## src/rtl/tdscr_pkg.sv

```systemverilog
package tdscr_pkg;

	localparam int RAMP_STEPS_DEF = 15;
	localparam int POS_W          = 12;
	localparam int DLT_W          = 5;
	localparam logic [7:0] ANGLE_MAX   = 8'd180;
	localparam logic [6:0] MAX_VALUE   = 7'd99;
	localparam logic [3:0] DIGIT_MAX   = 4'd9;
	localparam logic [7:0] DIGIT_ANGLE = 8'd15;

	typedef enum logic [1:0] {
		CMD_INC = 2'd0,
		CMD_DEC = 2'd1,
		CMD_SET = 2'd2
	} cmd_t;

	typedef logic signed [POS_W-1:0] pos_t;
	typedef logic signed [DLT_W-1:0] dlt_t;

	function automatic logic [3:0] div10(input logic [6:0] v);
		logic [14:0] p;
		p = {8'd0, v} * 15'd205;
		return p[14:11];
	endfunction

	function automatic logic [7:0] clamp_angle(input pos_t a);
		if (a < 0) begin
			return 8'd0;
		end else if (a > $signed({{(POS_W-8){1'b0}}, ANGLE_MAX})) begin
			return ANGLE_MAX;
		end else begin
			return a[7:0];
		end
	endfunction

endpackage

```

## src/rtl/two_digit_servo_counter_ramp.sv

```systemverilog
// Two-digit servo counter ramp.
// s_tvalid/s_tready/s_tdata take command items: s_tdata[1:0] command
// (increment, decrement, set), s_tdata[9:2] target value for set.
// Each command that moves the counter yields RAMP_STEPS result items on
// m_tvalid/m_tready/m_tdata: m_tdata[7:0] tens angle, [15:8] ones angle;
// m_tlast marks the final step. Increment at 99, decrement at 0 and
// command 3 yield nothing.
// The command passes the holding register and the step generator before
// the first step is registered at the output. The step generator adds the
// digit differences once per step, one step per cycle unless m_tready is low.
// One decoded command waits in a holding register while a ramp runs, and
// the next ramp follows the previous one without a gap.
// cfg_we/cfg_index/cfg_data write the base angles (index 0 tens, 1 ones);
// write only while idle.
// Reset (arst_n low) clears the counter to zero, the base angles to 180
// and 0, and drops any pending items.
// When m_tready is low the current step holds and the generator stalls;
// s_tready falls once the holding register is full.
module two_digit_servo_counter_ramp #(
	parameter int RAMP_STEPS = tdscr_pkg::RAMP_STEPS_DEF
) (
	input  logic        clk,
	input  logic        arst_n,
	input  logic        s_tvalid,
	output logic        s_tready,
	input  logic [15:0] s_tdata,   // command[1:0], target_value[9:2], zero fill
	output logic        m_tvalid,
	input  logic        m_tready,
	output logic [15:0] m_tdata,   // tens_angle[7:0], ones_angle[15:8]
	output logic        m_tlast,
	input  logic        cfg_we,
	input  logic        cfg_index,
	input  logic [7:0]  cfg_data
);

	localparam int CNT_W = (RAMP_STEPS > 1) ? $clog2(RAMP_STEPS) : 1;
	localparam logic [CNT_W-1:0] CNT_LAST = CNT_W'(RAMP_STEPS - 1);
	localparam int PW = tdscr_pkg::POS_W;

	logic [7:0] tens_base_q, ones_base_q;
	logic [3:0] tens_q, ones_q;

	logic             valid_s1;
	tdscr_pkg::pos_t  tp_s1, op_s1;
	tdscr_pkg::dlt_t  dt_s1, do_s1;

	logic             active_q;
	logic [CNT_W-1:0] cnt_q;
	tdscr_pkg::pos_t  tp_q, op_q;
	tdscr_pkg::dlt_t  dt_q, do_q;

	logic       out_valid_q, out_last_q;
	logic [7:0] out_tens_q, out_ones_q;

	logic [1:0] cmd;
	logic [7:0] tgt;
	logic       move;
	logic [3:0] nt, no;
	logic [6:0] sv;
	logic [3:0] sv_t;
	logic [7:0] sv_t10;
	logic       s_acc, out_load, fire, cnt_last, s1_take;
	tdscr_pkg::pos_t tp_next, op_next, tp_start, op_start;

	assign cmd   = s_tdata[1:0];
	assign tgt   = s_tdata[9:2];
	assign sv    = (tgt > {1'b0, tdscr_pkg::MAX_VALUE}) ? tdscr_pkg::MAX_VALUE : tgt[6:0];
	assign sv_t  = tdscr_pkg::div10(sv);
	assign sv_t10 = {1'b0, sv_t, 3'd0} + {3'd0, sv_t, 1'b0};

	always_comb begin
		move = 1'b0;
		nt   = tens_q;
		no   = ones_q;
		case (cmd)
			tdscr_pkg::CMD_INC: begin
				move = !(tens_q == tdscr_pkg::DIGIT_MAX && ones_q == tdscr_pkg::DIGIT_MAX);
				if (ones_q == tdscr_pkg::DIGIT_MAX) begin
					nt = tens_q + 4'd1;
					no = 4'd0;
				end else begin
					no = ones_q + 4'd1;
				end
			end
			tdscr_pkg::CMD_DEC: begin
				move = !(tens_q == 4'd0 && ones_q == 4'd0);
				if (ones_q == 4'd0) begin
					nt = tens_q - 4'd1;
					no = tdscr_pkg::DIGIT_MAX;
				end else begin
					no = ones_q - 4'd1;
				end
			end
			tdscr_pkg::CMD_SET: begin
				move = 1'b1;
				nt   = sv_t;
				no   = 4'(({1'b0, sv} - sv_t10));
			end
			default: begin
				move = 1'b0;
			end
		endcase
	end

	assign tp_start = $signed({{(PW-8){1'b0}}, tens_base_q})
	                - $signed(PW'(tdscr_pkg::DIGIT_ANGLE * {4'd0, tens_q}));
	assign op_start = $signed({{(PW-8){1'b0}}, ones_base_q})
	                + $signed(PW'(tdscr_pkg::DIGIT_ANGLE * {4'd0, ones_q}));

	assign out_load = !out_valid_q || m_tready;
	assign fire     = active_q && out_load;
	assign cnt_last = (cnt_q == CNT_LAST);
	assign s1_take  = valid_s1 && (!active_q || (fire && cnt_last));
	assign s_tready = !valid_s1 || s1_take;
	assign s_acc    = s_tvalid && s_tready;

	assign tp_next = tp_q + PW'(dt_q);
	assign op_next = op_q + PW'(do_q);

	always_ff @(posedge clk or negedge arst_n) begin
		if (!arst_n) begin
			tens_base_q <= tdscr_pkg::ANGLE_MAX;
			ones_base_q <= 8'd0;
		end else if (cfg_we) begin
			if (cfg_index) begin
				ones_base_q <= cfg_data;
			end else begin
				tens_base_q <= cfg_data;
			end
		end
	end

	always_ff @(posedge clk or negedge arst_n) begin
		if (!arst_n) begin
			tens_q   <= 4'd0;
			ones_q   <= 4'd0;
			valid_s1 <= 1'b0;
		end else begin
			if (s_acc && move) begin
				valid_s1 <= 1'b1;
				tens_q   <= nt;
				ones_q   <= no;
			end else if (s1_take) begin
				valid_s1 <= 1'b0;
			end
		end
	end

	always_ff @(posedge clk) begin
		if (s_acc && move) begin
			tp_s1 <= tp_start;
			op_s1 <= op_start;
			dt_s1 <= tdscr_pkg::dlt_t'($signed({1'b0, tens_q}) - $signed({1'b0, nt}));
			do_s1 <= tdscr_pkg::dlt_t'($signed({1'b0, no}) - $signed({1'b0, ones_q}));
		end
	end

	always_ff @(posedge clk or negedge arst_n) begin
		if (!arst_n) begin
			active_q <= 1'b0;
			cnt_q    <= '0;
		end else begin
			if (s1_take) begin
				active_q <= 1'b1;
				cnt_q    <= '0;
			end else if (fire) begin
				cnt_q <= cnt_q + CNT_W'(1);
				if (cnt_last) begin
					active_q <= 1'b0;
				end
			end
		end
	end

	always_ff @(posedge clk) begin
		if (s1_take) begin
			tp_q <= tp_s1;
			op_q <= op_s1;
			dt_q <= dt_s1;
			do_q <= do_s1;
		end else if (fire) begin
			tp_q <= tp_next;
			op_q <= op_next;
		end
	end

	always_ff @(posedge clk or negedge arst_n) begin
		if (!arst_n) begin
			out_valid_q <= 1'b0;
		end else if (out_load) begin
			out_valid_q <= fire;
		end
	end

	always_ff @(posedge clk) begin
		if (fire) begin
			out_tens_q <= tdscr_pkg::clamp_angle(tp_next);
			out_ones_q <= tdscr_pkg::clamp_angle(op_next);
			out_last_q <= cnt_last;
		end
	end

	assign m_tvalid = out_valid_q;
	assign m_tdata  = {out_ones_q, out_tens_q};
	assign m_tlast  = out_last_q;

endmodule
```

## config.mk

```make
export PLATFORM = sky130hd
export DESIGN_NAME = two_digit_servo_counter_ramp
export DESIGN_NICKNAME = d
export VERILOG_FILES = /design/src/rtl/tdscr_pkg.sv /design/src/rtl/two_digit_servo_counter_ramp.sv
export SDC_FILE = /design/constraint.sdc
export NUM_CORES = 1
export LEC_CHECK = 0
export BUFFER_PORTS_ARGS = -buffer_cell sky130_fd_sc_hd__buf_4
export CAP_MARGIN = 20
export CORE_ASPECT_RATIO = 0.9
export CORE_UTILIZATION = 40
export CTS_BUF_LIST = sky130_fd_sc_hd__clkbuf_8
export DETAILED_ROUTE_END_ITERATION = 12
export PLACE_DENSITY = 0.59
export SYNTH_ARGS = -nofsm -noshare
export SYNTH_HDL_FRONTEND = slang
export SYNTH_SLANG_ARGS = --single-unit
```

## constraint.sdc

```tcl
create_clock -name clk -period 4.8 [get_ports clk]
set_input_delay 0 -clock clk [delete_from_list [all_inputs] [get_ports clk]]
set_output_delay 0 -clock clk [all_outputs]
set_load 0.02 [all_outputs]
```

; Word-level counts from Yosys, hierarchy flattened
; Cells that the tools add are included.
[word_totals]
out_inout_bits = 19
register_bits = 116
in_bits = 30
word_cells = 95
[op_classes]
n_mul = 3
mux = 21
n_reduce_logical = 26
bitwise = 1
addsub = 13
n_lt_le_gt_ge = 5
n_eq_ne = 5
[op_table]
columns = operator, n
row1 = 2-to-1 mux 12 bit, 4
row2 = adder 12 x 5 -> 12 bit, 2
row3 = greater-than comparator 12 x 9 -> 1 bit (second input constant), 2
row4 = < comparator 12 x 1 -> 1 bit (second input constant), 2
row5 = 2-to-1 mux 4 bit, 6
row6 = case mux 4 bit (3 select lines), 2
row7 = multiplier 4 x 4 -> 8 bit (first input constant), 2
row8 = 2-to-1 mux 8 bit, 2
row9 = multiplier 7 x 8 -> 15 bit (second input constant), 1
row10 = adder 4 x 1 -> 4 bit (second input constant), 3
row11 = == test 4 bit (second input constant), 3
row12 = subtractor 4 x 4 -> 5 bit, 2
row13 = adder 8 x 8 -> 9 bit, 1
row14 = subtractor 8 x 8 -> 9 bit, 1
row15 = greater-than comparator 8 x 7 -> 1 bit (second input constant), 1
row16 = zero test 4 bit, 2
row17 = subtractor 4 x 1 -> 4 bit (second input constant), 2
row18 = logical AND 1 bit, 7
row19 = 2-to-1 mux 7 bit, 1
row20 = AND reduction 2 bit, 3
row21 = nonzero test 2 bit, 3
row22 = zero test 1 bit, 5
row23 = 2-to-1 mux 1 bit, 5
row24 = adder 4 bit, 1
row25 = 8 further kinds, 11

; Depth between registers and ports, before layout
; Gate-level depths: netlist of run 1.
[logic_depth]
depth_word = 10
depth_mapped = 25
depth_no_buf = 25

; Least setup slack after synthesis of run 1
; Ideal clock, no wire load.
[synth_path]
path_type = input-to-reg
from = in s_tdata[5]
to = reg do_s1[3], data pin
stages = 24
setup_slack_ps = -424
t_arrival_ps = 4966
setup_time_ps = 258
cell_sequence = nor4_1 > nor2_1 > or2_2 > ha_1 > ha_1 > inv_1 > fa_1 > fa_1 > inv_1 > ha_1 > or2_2 > a31o_2 > a31o_2 > o21ai_0 > xor2_1 > inv_1 > ha_1 > nor3b_1 > a2111oi_2 > xnor3_1 > nand2_1 > o21ai_0 > ha_1 > xnor2_1
[synth_between]
elab_chain_cells = 7
[synth_lines]
columns = element, line
row1 = start: declaration, two_digit_servo_counter_ramp.sv:26  ; input logic [15:0] s_tdata,
row2 = greater-than comparator 8 x 7 -> 1 bit, two_digit_servo_counter_ramp.sv:67  ; assign sv = (tgt > {1'b0, tdscr_pkg::MAX_VALUE}) ? tdscr_pkg::MAX_VALUE : tgt[6:0];
row3 = 2-to-1 mux 7 bit *, two_digit_servo_counter_ramp.sv:67
row4 = multiplier 7 x 8 -> 15 bit, tdscr_pkg.sv:22  ; p = {8'd0, v} * 15'd205;
row5 = adder 4 bit, two_digit_servo_counter_ramp.sv:69  ; assign sv_t10 = {1'b0, sv_t, 3'd0} + {3'd0, sv_t, 1'b0};
row6 = subtractor 4 bit *, two_digit_servo_counter_ramp.sv:97  ; no = 4'(({1'b0, sv} - sv_t10));
row7 = case mux 4 bit (3 select lines) *, two_digit_servo_counter_ramp.sv:75  ; case (cmd)
row8 = named net no[3], two_digit_servo_counter_ramp.sv:58  ; logic [3:0] nt, no;
row9 = subtractor 4 x 4 -> 5 bit *, two_digit_servo_counter_ramp.sv:154  ; do_s1 <= tdscr_pkg::dlt_t'($signed({1'b0, no}) - $signed({1'b0, ones_q}));
row10 = end signal: assignment, two_digit_servo_counter_ramp.sv:154
row11 = end: declaration, two_digit_servo_counter_ramp.sv:45  ; tdscr_pkg::dlt_t dt_s1, do_s1;
; The timed path passes the listed nets; every way through them passes the cells marked *.
; A chain may end at the register's enable or synchronous reset.

; Worst setup path in the final report of run 1
[layout_path]
from = in s_tdata[6]
to = reg do_s1[3], data pin
; Same word-level chain as after synthesis.

==> results of run 1 <==
## layout by cell type (no fill, tap or decap), types with 5 or more instances in the layout
cell,count
a211oi_1,8
a21o_1,17
a21oi_1,54
and2_1,6
buf_4,95
clkbuf_8,9
dfrtp_1,27
dlygate4sd3_1,10
edfxtp_1,79
fa_1,27
ha_1,98
ha_4,8
inv_1,91
mux2_2,18
nand2_1,70
nand2b_1,6
nand3_1,6
nor2_1,45
nor2b_1,11
nor3_1,16
nor3b_1,5
o21a_1,15
o21ai_0,43
o21ai_1,6
o21bai_1,7
xnor2_1,32
xor2_1,19
## metrics by stage
stage                     power (mW)  area (µm²)
after floorplan                5.587        8537
after global placement         6.656        9525
after detailed placement       6.720        9525
after CTS                      7.281        9801
after global routing           8.072        9862
final                          7.243        9862
## logic make-up after synthesis
logic type	share of synthesized area, %
adders and majority gates	23.07
AOI/OAI and AO/OA	15.29
buffers and inverters	4.738
DFF	37.55
xor gates and xnor gates	5.782
and+or+nand+nor	11.04
muxes	2.533
## where the power goes
| group | internal (mW) | leakage, nW | total [mW] | switching, mW |
|---|---|---|---|---|
| clock network | 0.191 | 0.0926 | 0.520 | 0.329 |
| registers | 1.69 | 1.11 | 1.88 | 0.188 |
| logic | 2.24 | 3.12 | 4.84 | 2.60 |
## how the worst max path moves through the flow
stage / end / depth (start not counted) / slack (ps) / start
after floorplan: do_s1[3]$_DFFE_PP_ / 24 / -30 / s_tdata[9]
after global placement: do_s1[3]$_DFFE_PP_ / 25 / -370 / s_tdata[9]
after detailed placement: do_s1[3]$_DFFE_PP_ / 25 / -440 / s_tdata[9]
after CTS: do_s1[3]$_DFFE_PP_ / 25 / 3 / s_tdata[9]
after global routing: do_s1[3]$_DFFE_PP_ / 25 / -10 / s_tdata[5]
final: do_s1[3]$_DFFE_PP_ / 25 / 260 / s_tdata[6]
## critical path: cells and delay by family
family                   cells  cell delay (ps)
XOR/XNOR                     1               90
adder cells (fa/ha/maj)      7             2420
AND/OR/NAND/NOR              3              460
buffers and inverters        7              550
AO/OA/AOI/OAI                7             1130
## timing repair
action | in CTS | in global routing
hold buffers | 10 | 0
hold endpoints to repair | 48 | 0
endpoints found under the setup margin | 1 | 3
buffers inserted | 0 | 4
gates resized for setup | 1 | 8
pin swaps | 0 | 9
## per-layer routing
metal  vias up  global-route usage [%]
met1      2755                   23.91
met4         0                   3.648
met5         -                       0
met3        10                   2.616
li1       3084                       -
met2        80                   26.70
## registers in the layout, indices dropped and copies added, names as in the netlist, 5 cells and up
register	cells
tp_q	12
tp_s1	9
do_s1	5
ones_base_q	8
out_ones_q	8
op_q	12
dt_q	5
dt_s1	5
op_s1	9
do_q	5
out_tens_q	8
tens_base_q	8
## final cells by class
class,count,area (µm²),share of cell area (%)
sequential,110,3153,31.97
multi-input combinational,602,5021,50.91
timing repair buffer,105,813.3,8.247
tap,280,350.3,3.552
inverter,93,349.1,3.540
clock buffer,9,123.9,1.256
clock inverter,7,51.30,0.5202
==> impl_metrics.yaml, run 1 <==
timing:
  finalCriticalPeriod_ps: 4535
  fin_ws_ps: 264.5
  finalSetupTns_ps: 0
  final_hold_viol_count: 0
  period_share_pct: 94.49
  worstMarginPinSlew_ps: 955.5
  holdWs_ps: 66.16
  max_clock_freq_mhz: 220.5
  skew_ps: 16.14
  setup_violations: 0
  maxSlewHeadroom_pct: 36.17
  rsz0062_at_grt: "true"
  finalMaxSlewViolations: 0
worst_setup_path:
  reg2regPathDepth: 13
  worstReg2RegEnd: "tp_s1[10]$_DFFE_PP_"
  rrSetupSlack_ps: 1160
  critPathMostFrequentCell: "inv_1"
  cp_slowest_cell: "fa_1"
  endpoint_kind: "flip-flop"
  timing.rr.start: "tens_q[0]$_DFFE_PN0P_"
  startpoint_type: "input port"
  cp_max_fo: 4
  crit_arrival_ps: 4680
  crit_type: "input port to flip-flop"
  critPathRequiredTime_ps: 4940
  max_stage_delay_ps: 530
synthesis:
  syn_area_um2: 8397
  yosysTopAreaCell: "edfxtp_1"
  synth_area_leaders: "edfxtp_1 28%, ha_1 16%, dfrtp_1 8.0%"
  syn_inst: 818
  syn_nets: 986
  synth.distinct_cells: 65
  synth_edf_count: 79
  yosys-top-cells-count: "110 x ha_1, 92 x inv_1, 79 x edfxtp_1"
  ys_ff_latch: 110
  synth.avg_cell_area_um2: 10.27
  synth_flop_cell: "edfxtp_1"
  seq_area_frac_synth_pct: 37.55
  synth_top_area_share_pct: 28.25
  synthArstFlopShare_pct: 28.18
  yosys_warnings: 0
  synth.most_common_cell: "ha_1"
detailed_routing:
  drtIter0Drc: 369
  wl_met2_mm: 7.699
  top_layer_used: "met4"
  wirelength_mm: 17.06
  postRouteAntennaNets: 0
  remaining_drc_errors: 0
  num_vias: 5929
  viasPerCell: 4.916
  dr.pass1.iters: 4
  routedWlPerCell_um: 14.15
  wl_met3_um: 408
  wl_met1_mm: 8.788
die:
  row_count: 49
  dieWidth_um: 154.7
  num_io_pins: 49
  coreArea_um2: 20290
  start_util_pct: 41.38
  die-area_um2: 21580
  die_h_um: 139.5
hold_path:
  holdPathStages: 4
  hp-start: "cfg_index"
  hold_path.class: "input port to flip-flop"
  whs_endpoint: "tens_base_q[4]$_DFFE_PN1P_"
global_route:
  grt-ovfl-total: 0
  grt_usage_pct: 16.73
  grt_pass1_wl_mm: 28.78
  antenna_found_initial: 0
  grt_pass1_vias: 5816
  grt_start_max_net_pins: 35
power_and_ir_drop:
  powerDensity_nw_per_um2: 734.4
  power.leakage_nw: 4.315
  ir_drop_uv: 311.2
cells_and_area:
  final.fill_count: 1915
  finalNonFillerCells: 1206
  syn2layout_area_growth_pct: 17.45
  antenna_cells: 0
  drive_gt1_share_pct: 19.33
  final_util_pct: 48.60
  nNetsFinal: 1089
status:
  outcome: "finished clean"
job:
  maxCapViolations: 0
placed_design:
  gp_congestion: 0.8330
  port-buffer-count: 42
  dp_cells: 1176
  dp_hpwl_mm: 13.44
  dpl_worst_slack_ps: -441.2
cts:
  clk_path_buf_depth: 2
  insertion_delay_ps: 380
  path_clk_slew_ps: 110
  cts-root-buf: "clkbuf_8"
  cts_buffers: 9
  tritoncts: "built"
  htree_num_levels: 3
  cts.sinks: 110
No activity file was read; power rests on OpenSTA's default activity.
==> run 2: changes to the inputs <==
- ABC_AREA: default -> 1
==> impl_metrics.yaml, run 2 <==
status:
  outcome: "finished clean"
synthesis:
  synth-simple-area-share_pct: 16.20
  yosys-top-cells-count: "168 x nand2_1, 159 x inv_1, 110 x ha_1"
  synth_edf_count: 79
  yosys_warnings: 0
  synth_area_leaders: "edfxtp_1 29%, ha_1 17%, dfrtp_1 8.1%"
  synth_mux_area_share_pct: 0
  synth-compound-area-share_pct: 10.50
  synth_xor_area_share_pct: 4.528
  syn_area_um2: 8318
  syn_inst: 925
  synth.avg_cell_area_um2: 8.992
  ys_ff_latch: 110
  synthArstFlopShare_pct: 28.18
  yosysTopAreaCell: "edfxtp_1"
  synth_top_family_by_area: "adder cells"
  syn_nets: 1093
  synth_fa_ha_area_share_pct: 23.29
  synth_flop_cell: "edfxtp_1"
  synth.distinct_cells: 44
  synth_top_area_share_pct: 28.52
  synth.most_common_cell: "nand2_1"
  seq_area_frac_synth_pct: 37.91
cells_and_area:
  finalNonFillerCells: 1279
  reg_top3: "op_q x12, tp_q x12"
  layout_common_cells: "165 x nand2_1, 157 x inv_1, 100 x ha_1"
  syn2layout_area_growth_pct: 16.62
  post-route-cell-area_um2: 9701
  drive_gt1_share_pct: 14.26
  final_util_pct: 48.09
  antenna_cells: 0
  nNetsFinal: 1187
  final_common_cell: "nand2_1"
  final.fill_count: 1901
timing:
  period_share_pct: 94.31
  setup_violations: 0
  finalMaxSlewViolations: 0
  fin_ws_ps: 273.1
  final_hold_viol_count: 0
  skew_ps: 12.09
  worstMarginPinSlew_ps: 659.5
  maxSlewHeadroom_pct: 55.99
  holdWs_ps: 77.08
  max_clock_freq_mhz: 220.9
  finalCriticalPeriod_ps: 4527
  finalSetupTns_ps: 0
detailed_routing:
  dr.pass1.iters: 4
  drtIter0Drc: 320
  postRouteAntennaNets: 0
  remaining_drc_errors: 0
  viasPerCell: 4.876
  wirelength_mm: 17.11
  num_vias: 6236
  routedWlPerCell_um: 13.38
cts:
  clk_path_buf_depth: 2
  htree_num_levels: 3
  cts-root-buf: "clkbuf_8"
  cts.sinks: 110
  tritoncts: "built"
  cts_buffers: 9
  insertion_delay_ps: 390
  path_clk_slew_ps: 110
placed_design:
  gp_congestion: 0.8581
  port-buffer-count: 42
  dp_hpwl_mm: 13.53
  dp_cells: 1250
  dpl_cell_area_um2: 9204
  dpl_worst_slack_ps: -299.5
worst_setup_path:
  timing.rr.start: "tens_q[1]$_DFFE_PN0P_"
  crit_type: "input port to flip-flop"
  crit_arrival_ps: 4760
  worstReg2RegEnd: "tp_s1[10]$_DFFE_PP_"
  rrSetupSlack_ps: 880
  cp-startpoint: "s_tdata[4]"
  endpoint_kind: "flip-flop"
  path_delay_family: "adder cells"
  critPathRequiredTime_ps: 5040
  cp_slowest_cell: "fa_1"
  crit_end: "do_s1[4]$_DFFE_PP_"
  startpoint_type: "input port"
  cp_max_fo: 3
  crit_buf_inv: 8
  critPathMostFrequentCell: "ha_4"
  max_stage_delay_ps: 510
  reg2regPathDepth: 16
  path_depth: 32
die:
  die_h_um: 138.8
  dieWidth_um: 154.0
  coreArea_um2: 20170
  row_count: 49
  die-area_um2: 21380
  num_io_pins: 49
  start_util_pct: 41.24
global_route:
  grt_usage_pct: 17.03
  grt_use_met2_pct: 27.15
  grt_start_max_net_pins: 50
  antenna_found_initial: 0
  top_usage_layer: "met2"
  use_met3_pct: 2.781
  grt_pass1_wl_mm: 29.28
  met1_usage_pct: 23.82
  grt_pass1_vias: 6043
  grt-ovfl-total: 0
power_and_ir_drop:
  ir_drop_uv: 291.2
  powerDensity_nw_per_um2: 667.4
  power.leakage_nw: 4.611
  p_total_mw: 6.474
hold_path:
  hold_path.class: "input port to asynchronous set/reset pin"
job:
  maxCapViolations: 0
run 2: changes by cell type after synthesis, sizes merged, moves of 18 or more:
cell | before | now
inv | 93 | 160
mux2 | 18 | 0
xnor2 | 33 | 12
nand3 | 6 | 42
nand2 | 72 | 173
o21ai | 52 | 77
nor2 | 46 | 69
run 2: how the worst min path moves through the flow:
stage / end / cells after the start
2_1_floorplan: active_q$_DFFE_PN0P_ / 0
3_3_place_gp: cnt_q[3]$_DFFE_PN0P_ / 1
3_5_place_dp: cnt_q[3]$_DFFE_PN0P_ / 1
4_1_cts: valid_s1$_DFFE_PN0P_ / 3
5_1_grt: cnt_q[3]$_DFFE_PN0P_ / 2
6_report: cnt_q[3]$_DFFE_PN0P_ / 2
run 2: area by class of cell:
class | count | area (µm²) | area share (%)
tap | 255 | 319.1 | 3.289
timing repair buffer | 90 | 704.4 | 7.262
clock buffer | 10 | 137.6 | 1.419
inverter | 161 | 604.3 | 6.230
multi-input combinational | 647 | 4737 | 48.83
sequential | 110 | 3153 | 32.50
clock inverter | 6 | 45.04 | 0.4643
run 2: cell families after synthesis:
kind of cell,count (synthesis)
compound gates,154
xor+xnor,40
simple gates,315
flops,110
fa+ha+maj,138
buf+inv,168
run 2: power by group:
group | leakage [nW] | internal [mW] | total (mW) | switching (mW)
clock network | 0.0960 | 0.207 | 0.538 | 0.331
logic | 3.40 | 1.74 | 4.20 | 2.46
registers | 1.11 | 1.56 | 1.73 | 0.170
total | 4.61 | 3.52 | 6.47 | 2.96
run 2: layer usage:
metal / vias to the layer above / share of wire, %
met5: - / 0
met4: 0 / 2.0
met3: 23 / 2.8
met2: 107 / 45
met1: 2854 / 50
li1: 3252 / -
run 2: timing repair:
item | in CTS | in global routing
buffers inserted | 0 | 3
endpoints found under the hold margin | 48 | 0
gates resized for setup | 0 | 35
setup endpoints to repair | 0 | 5
hold buffers | 10 | 0
run 2: worst register-to-register path: cells and delay by family (launching register included):
| kind | cells | cell delay [ps] |
|---|---|---|
| AND/OR/NAND/NOR | 4 | 280 |
| adder cells (fa/ha/maj) | 4 | 1620 |
| flip-flops | 1 | 590 |
| AO/OA/AOI/OAI | 4 | 660 |
| XOR/XNOR | 1 | 210 |
| buffers and inverters | 3 | 370 |
